--- config.mk ---
export PLATFORM = sky130hd
export DESIGN_NAME = distance_cruise_speed_control
export DESIGN_NICKNAME = d
export VERILOG_FILES = /design/src/rtl/core/dcsc_pkg.sv /design/src/rtl/core/distance_cruise_speed_control.sv /design/src/rtl/core/dcsc_cfg.sv /design/src/rtl/core/dcsc_calc.sv
export SDC_FILE = /design/constraint.sdc
export NUM_CORES = 1
export LEC_CHECK = 0
export BUFFER_PORTS_ARGS = -buffer_cell sky130_fd_sc_hd__buf_4
export CORE_MARGIN = 2
export CORE_UTILIZATION = 30
export CTS_CLUSTER_SIZE = 28
export DETAILED_ROUTE_END_ITERATION = 7
export GPL_TIMING_DRIVEN = 0
export PLACE_DENSITY = 0.45
export SYNTH_ARGS = -nofsm -noshare
export SYNTH_HDL_FRONTEND = slang
export SYNTH_HIERARCHICAL = 1
export SYNTH_SLANG_ARGS = --single-unit
--- constraint.sdc ---
create_clock -name aclk -period 11.85 [get_ports aclk]
set_input_delay 1.185 -clock aclk [delete_from_list [all_inputs] [get_ports aclk]]
set_output_delay 1.185 -clock aclk [all_outputs]
set_load 0.1 [all_outputs]
--- src/rtl/core/dcsc_pkg.sv ---
// Shared types and constants for the distance cruise speed control block.
`timescale 1ns / 1ps

package dcsc_pkg;

    localparam int unsigned SPEED_W    = 7;
    localparam int unsigned DIST_W     = 10;
    localparam int unsigned COUNT_W    = 3;
    localparam int unsigned CFG_IDX_W  = 2;
    localparam int unsigned CFG_DATA_W = 8;
    localparam int unsigned S_DATA_W   = 16;
    localparam int unsigned M_DATA_W   = 16;

    localparam logic [SPEED_W-1:0] SAFE_DIST_RST = 7'd55;
    localparam logic [SPEED_W-1:0] MAX_SPEED_RST = 7'd80;
    localparam logic [SPEED_W-1:0] DEAD_DIST_RST = 7'd10;

    localparam logic [SPEED_W-1:0] RAMP_INC   = 7'd20;
    localparam logic [SPEED_W-1:0] SPEED_SAT  = 7'd127;
    localparam logic [SPEED_W-1:0] REPORT_MIN = 7'd12;
    localparam logic [COUNT_W-1:0] SAFE_LIMIT = 3'd5;
    localparam int unsigned        StepCm     = 10;

    typedef enum logic [CFG_IDX_W-1:0] {
        REG_SAFE_DIST = 2'd0,
        REG_MAX_SPEED = 2'd1,
        REG_DEAD_DIST = 2'd2,
        REG_UNUSED    = 2'd3
    } cfg_idx_t;

    typedef struct packed {
        logic [SPEED_W-1:0] safe_dist;
        logic [SPEED_W-1:0] speed_cap;
        logic [SPEED_W-1:0] dead_distance;
    } cfg_t;

    typedef struct packed {
        logic [SPEED_W-1:0] speed;
        logic [DIST_W-1:0]  last_distance;
        logic [COUNT_W-1:0] safe_count;
        logic               seen_first;
    } ctl_state_t;

    typedef struct packed {
        logic [SPEED_W-1:0] reported_speed;
        logic               speed_changed;
        logic               stopped;
        logic [SPEED_W-1:0] speed_pwm;
    } result_t;

endpackage

--- src/rtl/core/distance_cruise_speed_control.sv ---
// Top level of the distance cruise speed control block.
`timescale 1ns / 1ps
//
//  Channel | Direction | Beat contents
//  --------+-----------+------------------------------------------------------
//  s_      | in        | tdata: distance [9:0], zero [15:10]
//  m_      | out       | tdata: speed_pwm [6:0], stopped [7], speed_changed [8],
//          |           |        reported_speed [15:9]
//  cfg_    | in        | index 0 safe distance, 1 speed cap, 2 dead distance
//
//  One sample per cycle, sustained while m_tready stays high. A beat is held
//  in the input register, is resolved by the update logic and lands in the
//  result register.
//  The speed state is updated by the same edge that loads the result, so each
//  sample sees the state left by the one before it with no gap.
//  Reset (aresetn low, synchronous) clears speed, last distance, safe count and
//  the first-sample flag, empties both registers and restores register defaults.
//  When m_tready is low and a result waits, the input register takes a beat
//  only if it is empty; after that s_tready drops until the result is taken.

module distance_cruise_speed_control
    import dcsc_pkg::*;
(
    input  logic                  aclk,
    input  logic                  aresetn,

    input  logic                  s_tvalid,
    output logic                  s_tready,
    input  logic [S_DATA_W-1:0]   s_tdata,   // distance [9:0], zero fill above

    output logic                  m_tvalid,
    input  logic                  m_tready,
    output logic [M_DATA_W-1:0]   m_tdata,   // speed_pwm, stopped, speed_changed,
                                             // reported_speed (low bit up)

    input  logic                  cfg_valid,
    output logic                  cfg_ready,
    input  logic [CFG_IDX_W-1:0]  cfg_index,
    input  logic [CFG_DATA_W-1:0] cfg_data
);

    cfg_t              cfg;
    ctl_state_t        state_reg;
    ctl_state_t        state_next;
    result_t           result_next;
    result_t           result_reg;
    logic              in_valid_reg;
    logic [DIST_W-1:0] dist_reg;
    logic              out_valid_reg;
    logic              advance;

    dcsc_cfg u_cfg (
        .aclk      (aclk),
        .aresetn   (aresetn),
        .cfg_valid (cfg_valid),
        .cfg_ready (cfg_ready),
        .cfg_index (cfg_index),
        .cfg_data  (cfg_data),
        .cfg       (cfg)
    );

    dcsc_calc u_calc (
        .distance (dist_reg),
        .cfg      (cfg),
        .cur      (state_reg),
        .nxt      (state_next),
        .res      (result_next)
    );

    // advance the held sample whenever the result register is free or draining
    assign advance  = in_valid_reg && (!out_valid_reg || m_tready);
    assign s_tready = !in_valid_reg || !out_valid_reg || m_tready;

    always_ff @(posedge aclk) begin
        if (!aresetn) begin
            in_valid_reg <= 1'b0;
        end else if (s_tready) begin
            in_valid_reg <= s_tvalid;
        end
    end

    // input payload needs no reset
    always_ff @(posedge aclk) begin
        if (s_tready && s_tvalid) begin
            dist_reg <= s_tdata[DIST_W-1:0];
        end
    end

    always_ff @(posedge aclk) begin
        if (!aresetn) begin
            state_reg     <= '0;
            out_valid_reg <= 1'b0;
        end else if (advance) begin
            state_reg     <= state_next;
            out_valid_reg <= 1'b1;
        end else if (m_tready) begin
            // drop the result once taken
            out_valid_reg <= 1'b0;
        end
    end

    always_ff @(posedge aclk) begin
        if (advance) begin
            result_reg <= result_next;
        end
    end

    assign m_tvalid = out_valid_reg;
    assign m_tdata  = result_reg;

endmodule

--- src/rtl/core/dcsc_cfg.sv ---
// Configuration register file: safe distance, maximum speed, dead distance.
`timescale 1ns / 1ps

module dcsc_cfg
    import dcsc_pkg::*;
(
    input  logic                  aclk,
    input  logic                  aresetn,
    input  logic                  cfg_valid,
    output logic                  cfg_ready,
    input  logic [CFG_IDX_W-1:0]  cfg_index,
    input  logic [CFG_DATA_W-1:0] cfg_data,
    output cfg_t                  cfg
);

    cfg_t cfg_reg;

    assign cfg_ready = 1'b1;
    assign cfg       = cfg_reg;

    always_ff @(posedge aclk) begin
        if (!aresetn) begin
            cfg_reg.safe_dist     <= SAFE_DIST_RST;
            cfg_reg.speed_cap     <= MAX_SPEED_RST;
            cfg_reg.dead_distance <= DEAD_DIST_RST;
        end else if (cfg_valid) begin
            case (cfg_idx_t'(cfg_index))
                REG_SAFE_DIST: cfg_reg.safe_dist     <= cfg_data[SPEED_W-1:0];
                REG_MAX_SPEED: cfg_reg.speed_cap     <= cfg_data[SPEED_W-1:0];
                REG_DEAD_DIST: cfg_reg.dead_distance <= cfg_data[SPEED_W-1:0];
                default: ;
            endcase
        end
    end

endmodule

--- src/rtl/core/dcsc_calc.sv ---
// Per-sample speed update: zone decision, ramp, slowdown step and report clamp.
`timescale 1ns / 1ps

module dcsc_calc
    import dcsc_pkg::*;
(
    input  logic [DIST_W-1:0] distance,
    input  cfg_t              cfg,
    input  ctl_state_t        cur,
    output ctl_state_t        nxt,
    output result_t           res
);

    // divide by ten as multiply by 205 and shift by 11; exact for the gap range here
    localparam logic [7:0]  STEP_RECIP = 8'd205;
    localparam int unsigned STEP_SHIFT = 11;

    always_comb begin
        logic [SPEED_W-1:0] spd;
        logic [SPEED_W-1:0] gap;
        logic [7:0]         gap_up;
        logic [15:0]        quot;
        logic [3:0]         step;
        logic [5:0]         dec;
        logic [COUNT_W-1:0] cnt;
        logic [SPEED_W:0]   ramp;
        logic               stop;

        spd    = cur.speed;
        cnt    = cur.safe_count;
        stop   = 1'b0;
        gap    = cfg.safe_dist - distance[SPEED_W-1:0];
        gap_up = {1'b0, gap} + 8'(StepCm - 1);
        quot   = {8'b0, gap_up} * {8'b0, STEP_RECIP};
        step   = quot[STEP_SHIFT +: 4];
        ramp   = {1'b0, cur.speed} + {1'b0, RAMP_INC};
        if (cur.seen_first && (distance > cur.last_distance)) begin
            dec = {1'b0, step, 1'b0};
        end else begin
            dec = {2'b00, step} + {1'b0, step, 1'b0};
        end

        if (distance <= {3'b000, cfg.dead_distance}) begin
            // dead zone: stop at once
            spd  = '0;
            stop = 1'b1;
        end else if (distance >= {3'b000, cfg.safe_dist}) begin
            cnt = cur.safe_count + 3'd1;
            if (cnt > SAFE_LIMIT) begin
                cnt = '0;
                if (cur.speed < cfg.speed_cap) begin
                    spd = ramp[SPEED_W] ? SPEED_SAT : ramp[SPEED_W-1:0];
                end else begin
                    spd = cfg.speed_cap;
                end
            end
        end else begin
            // between zones: distance < safe, so gap fits seven bits
            spd = ({1'b0, dec} > cur.speed) ? '0 : (cur.speed - {1'b0, dec});
        end

        nxt.speed         = spd;
        nxt.last_distance = distance;
        nxt.safe_count    = cnt;
        nxt.seen_first    = 1'b1;

        res.speed_pwm     = spd;
        res.stopped       = stop;
        res.speed_changed = (spd != cur.speed);
        if ((spd >= REPORT_MIN) && (spd <= cfg.speed_cap)) begin
            res.reported_speed = spd;
        end else if (spd >= cfg.speed_cap) begin
            res.reported_speed = cfg.speed_cap;
        end else begin
            res.reported_speed = REPORT_MIN;
        end
    end

endmodule

## Word level (Yosys, flattened, before mapping)

Index checks and enable logic that the tools add are counted.

| cells by class | value |
|---|---|
| bitwise operators | 1 |
| muxes and demuxes | 13 |
| magnitude comparators | 9 |
| multiply operators | 1 |
| equality and inequality tests | 3 |
| $add $sub $neg | 6 |
| reductions and logical operators | 15 |

Operators with widths:

| kind | count |
|---|---|
| $mux 7 | 8 |
| $mul 8x8->15 const B | 1 |
| $ge 10x7->1 | 1 |
| $gt 10x10->1 | 1 |
| $le 10x7->1 | 1 |
| $add 7x4->8 const B | 1 |
| $add 7x5->8 const B | 1 |
| $ge 7x4->1 const B | 1 |
| $ge 7x7->1 | 1 |
| $gt 6x7->1 | 1 |
| $le 7x7->1 | 1 |
| $lt 7x7->1 | 1 |
| $ne 7x7->1 | 1 |
| $sub 7x6->7 | 1 |
| $sub 7x7->7 | 1 |
| $add 4x5->6 | 1 |
| $mux 6 | 1 |
| $reduce_and 2->1 | 3 |
| $logic_and 1x1->1 | 4 |
| $add 3x1->3 const B | 1 |
| $gt 3x3->1 const B | 1 |
| $logic_or 1x1->1 | 3 |
| $mux 1 | 3 |
| $mux 3 | 1 |
| other kinds (7) | 8 |

| word-level totals | value |
|---|---|
| output and inout port bits | 19 |
| register bits after elaboration | 70 |

## Longest topological paths before layout

| depth | value |
|---|---|
| depth after elaboration | 12 |
| mapped depth | 46 |
| gate-level depth less buffers | 46 |

## By module

Netlist, hierarchy kept.

By module, submodules not included:

| module | cells each | times used | area an instance (sq um) |
|---|---|---|---|
| dcsc_calc | 439 | 1 | 3459.6 |
| distance_cruise_speed_control | 127 | 1 | 1734.2 |
| dcsc_cfg | 91 | 1 | 889.6 |

## Worst setup path before layout

No wires, ideal clock.

| timing | value |
|---|---|
| path kind | register -> register |
| from | reg dist_reg[0] |
| to | reg result_reg, in the netlist m_tdata[10], data pin |
| data arrival time | 8699 ps |
| setup time | 275 ps |
| setup slack | 2876 ps |
| stages on the path, launching flop included | 43 |
| buffers on the path | 0 |
| clock period less this slack | 8974 ps |
| cells stage by stage | edfxtp_1 > ha_1 > inv_1 > fa_1 > a21o_1 > a21oi_1 > xnor2_1 > o21ai_0 > xnor2_1 > ha_1 > ha_1 > fa_1 > inv_1 > fa_1 > inv_1 > ha_1 > a21oi_1 > o21ai_0 > [7 not listed] > nor2_1 > a21oi_1 > ha_1 > o21a_1 > o31ai_1 > a21oi_1 > nor3_1 > o32ai_1 > ha_1 > nor2b_1 > o21ai_0 > nand2b_1 > a21oi_1 > nor2b_1 > o21ai_0 > a211o_1 > a21boi_2 > o22ai_1 |

RTL lines:

| element | RTL line | source |
|---|---|---|
| start: declaration | distance_cruise_speed_control.sv:48 | `logic [DIST_W-1:0] dist_reg;` |
| start signal: assignment | distance_cruise_speed_control.sv:85 | `dist_reg <= s_tdata[DIST_W-1:0];` |
| end signal: assignment | distance_cruise_speed_control.sv:104 | `result_reg <= result_next;` |
| end: declaration | distance_cruise_speed_control.sv:46 | `result_t result_reg;` |

==> results.md <==
- The run finished with clean final reports.
- The via count of the first global-routing pass is ~4700.
- The synthesis-to-finish area growth is 15.1%.
- The count of buffers inserted at the top-level ports is 38.
- The detailed router finished its first iteration with 150 violations.
- For the worst setup path, the data required time is between 10000 and 15000 ps.
- In this run the deepest clock path goes through 2 buffers.
- The count of final max-slew check failures is 0.
- The synthesized net count is a little under 800.
- Sorting the synthesized cells by area gives the leading types as sky130_fd_sc_hd__ha_1 (20%), sky130_fd_sc_hd__dfxtp_1 (14%), sky130_fd_sc_hd__edfxtp_1 (13%), sky130_fd_sc_hd__mux2i_1 (6.4%), sky130_fd_sc_hd__nand2_1 (4.9%).
- Row generation in the floorplan step produced 52 rows.
- The number of iterations in the first detailed-routing pass is 4.
- The count of nets left with antenna violations once routing finished came out at 0.
- The total of max-cap violations is 0.
- CTS built an H-tree with a depth of 3.
- The total clock sinks is 70.
- The die area is between 20000 and 25000 µm².
- The initial core utilization is a little under a third.
- The core box area is between 20000 and 25000 µm².
- The cell occurring most often along the worst timing path is sky130_fd_sc_hd__ha_1.
- The maximum single-stage delay on the critical path is approximately 750 ps.
- The minimum period implied by the final worst setup slack is between 10000 and 15000 ps.
- Measured against its own limit, the worst slew margin works out to about an eighth.
- A synthesized cell averages between 9 and 10 µm².
- The vias per cell is roughly 4.7.
- After synthesis the netlist holds a flip-flop and latch count of 70.
- The post-route setup TNS is 0 ps.
- For the worst-skew pair, the clock arrives at the later sink with an insertion delay of between 300 and 400 ps.
- The hold-critical path depth is 2.
- The congestion estimate from routability-driven global placement came to 0.808.
- The initial antenna violation count is 0.
- The count of final hold-check violations was 0.
- Static timing analysis puts the maximum clock frequency at just under 100 MHz.
- The top cell type by total area after synthesis is sky130_fd_sc_hd__ha_1.
- The count of warnings emitted by yosys is 6.
- The leftover overflow at the end of global routing is 0.
- Wires add up to ~14000 µm.
- The slowest library cell on the worst path is sky130_fd_sc_hd__o32ai_1.
- The number of gates resized after CTS is 0.
- The worst path arrival time is ~10000 ps.
- The tree is rooted in a sky130_fd_sc_hd__clkbuf_16.
- In the routed design, unresolved DRC markers number 0.
- Clock tree synthesis inserted a total of 9 buffers.
- The detail-routed net length per standard cell is 14.4 µm.
- STA classifies the critical path startpoint as a flop.
- Clock-pin slew was measured on the worst setup and hold paths at about 60 ps.
- The TritonCTS clock tree is yes.
- Measured in cells, the most critical reg-to-reg path has a length of just over 40.
- In this run the worst path has a maximum fanout of 9.
- Pin placement for this block handled 50 I/O pins.
- The estimated wirelength of the detail-placed design is between 10000 and 15000 µm.
- The number of nets in the layout is between 800 and 900.
- The final route contains about 4600 vias.
- The classification of the worst setup path is reg2reg.
- The post-synthesis cell type count is 70.
- The synthesized netlist occupies a cell area of a little over 6000 µm².
- In this run the horizontal extent of the chip is between 100 and 150 µm.
- In the global route stage, overall resource usage came out at between 10% and 20%.
- The first-pass GRT wire length is 23800 µm.
- Leaving out fill and tap cells, the most frequent cells in the layout are sky130_fd_sc_hd__ha_1 (95), sky130_fd_sc_hd__nand2_1 (79), sky130_fd_sc_hd__inv_1 (77).
- Leaving out fill and tap cells, the most frequent cell in the layout is sky130_fd_sc_hd__ha_1.
- Hold repair after CTS inserted 0 buffers.
- At the pin with the least slew margin, the transition time is 1300 ps.
- The gate count after technology mapping is 657.
- The fraction of synthesis flops using an asynchronous set or reset pin is 0%.
- The pin count of the biggest net entering global routing is 26.
- The clock tree skew after final layout is a little under 9 ps.
- The height of the die is approximately 150 µm.
- The worst setup path is captured at a flop.
- 0 antenna diodes ended up in the layout.
- The most used flip-flop cell after synthesis is sky130_fd_sc_hd__dfxtp_1.
- The sequential element share of the synthesized area is 27.3%.
- Summed over its instances, the top area cell type makes up 19.5% of the synthesized netlist area.
- The post-route netlist has between 10 and 15% of its cells at a drive strength greater than 1.
- The post-CTS setup buffer count is 0.
- The final-report setup violation count is 0.
- Setup repair after global routing left no endpoint under its margin.
- The worst hold path belongs to the class reg2reg.
- The number of synthesized flops with an enable pin is 26.
- The final cycle utilization of the critical path is 87.2%.
[area by class of cell]
class | instances | area [µm²]
fill | 2123 | 13000
multi-input combinational | 470 | 3850
sequential | 70 | 1660
tap | 270 | 338
inverter | 78 | 293
timing repair buffer | 38 | 285
buffer | 39 | 277
clock buffer | 10 | 250
clock inverter | 6 | 43.8
[cell families after synthesis]
logic type	Yosys count	synth area share [%]
AND/OR/NAND/NOR	179	14.7
flip-flops	70	27.3
AO/OA/AOI/OAI	111	13.7
multiplexers	41	6.79
buffers and inverters	117	9.36
other	2	0.123
XOR/XNOR	29	4.18
adder cells (fa/ha/maj)	108	23.8
[Yosys cell counts (3+ instances only)]
cell type and count:
sky130_fd_sc_hd__o21a_1 8, sky130_fd_sc_hd__nor3_1 9, sky130_fd_sc_hd__inv_1 77, sky130_fd_sc_hd__a31oi_1 3, sky130_fd_sc_hd__nand3_1 13, sky130_fd_sc_hd__o21ai_0 16
sky130_fd_sc_hd__o22ai_1 4, sky130_fd_sc_hd__nand2b_1 5, sky130_fd_sc_hd__and4_1 3, sky130_fd_sc_hd__clkbuf_1 9, sky130_fd_sc_hd__xor2_1 10, sky130_fd_sc_hd__mux2i_1 39
sky130_fd_sc_hd__nand4_1 6, sky130_fd_sc_hd__dfxtp_1 44, sky130_fd_sc_hd__a21boi_0 3, sky130_fd_sc_hd__and3b_1 3, sky130_fd_sc_hd__a21oi_1 21, sky130_fd_sc_hd__nor2b_1 19
sky130_fd_sc_hd__nor2_1 21, sky130_fd_sc_hd__o31ai_1 3, sky130_fd_sc_hd__buf_4 20, sky130_fd_sc_hd__o211ai_1 8, sky130_fd_sc_hd__a211o_1 3, sky130_fd_sc_hd__a211oi_1 3
sky130_fd_sc_hd__nand2_1 79, sky130_fd_sc_hd__nand4bb_1 3, sky130_fd_sc_hd__edfxtp_1 26, sky130_fd_sc_hd__o21ai_1 5, sky130_fd_sc_hd__nor4_1 3, sky130_fd_sc_hd__a21o_1 7
sky130_fd_sc_hd__xnor2_1 19, sky130_fd_sc_hd__buf_2 6, sky130_fd_sc_hd__fa_1 13, sky130_fd_sc_hd__ha_1 95
[final timing paths]
check	to	slack, ps	from
min	state_reg[9]	460	state_reg[9]
min reg2reg	state_reg[9]	460	state_reg[9]
max	m_tdata[9]	1520	dist_reg[0]
max reg2reg	m_tdata[9]	1520	dist_reg[0]
[through the flow]
stage / setup WS [ps] / util, % / hold WS (ps) / std cells / instance area (µm²)
after floorplan: 2880 / - / 435 / 657 / 6080
after global placement: 1560 / 33.5 / 444 / 965 / 6710
after detailed placement: 1470 / 33.5 / 449 / 965 / 6710
after CTS: 1430 / 34.9 / 460 / 981 / 7000
after global routing: 613 / 34.9 / 482 / 981 / 7000
final: 1520 / 34.9 / 456 / 981 / 7000
[metal layers]
metal | vias to the layer above | track usage (%) | share of wire [%]
met4 | 0 | 3.88 | 0.93
met2 | 57 | 23.5 | 48
met5 | - | 0 | 0
met3 | 8 | 2.34 | 2.8
li1 | 2367 | - | -
met1 | 2132 | 18.1 | 48
[worst max-delay path, delay by kind of cell (launching register included)]
kind	cells	cell delay [ps]
adder cells (fa/ha/maj)	10	3650
AO/OA/AOI/OAI	16	3640
XOR/XNOR	4	1260
AND/OR/NAND/NOR	8	910
flip-flops	1	450
buffers and inverters	3	160
Power is left out: the tool's default activity adds up to more than one toggle a clock period on the data nets, which glitch-free logic cannot reach.
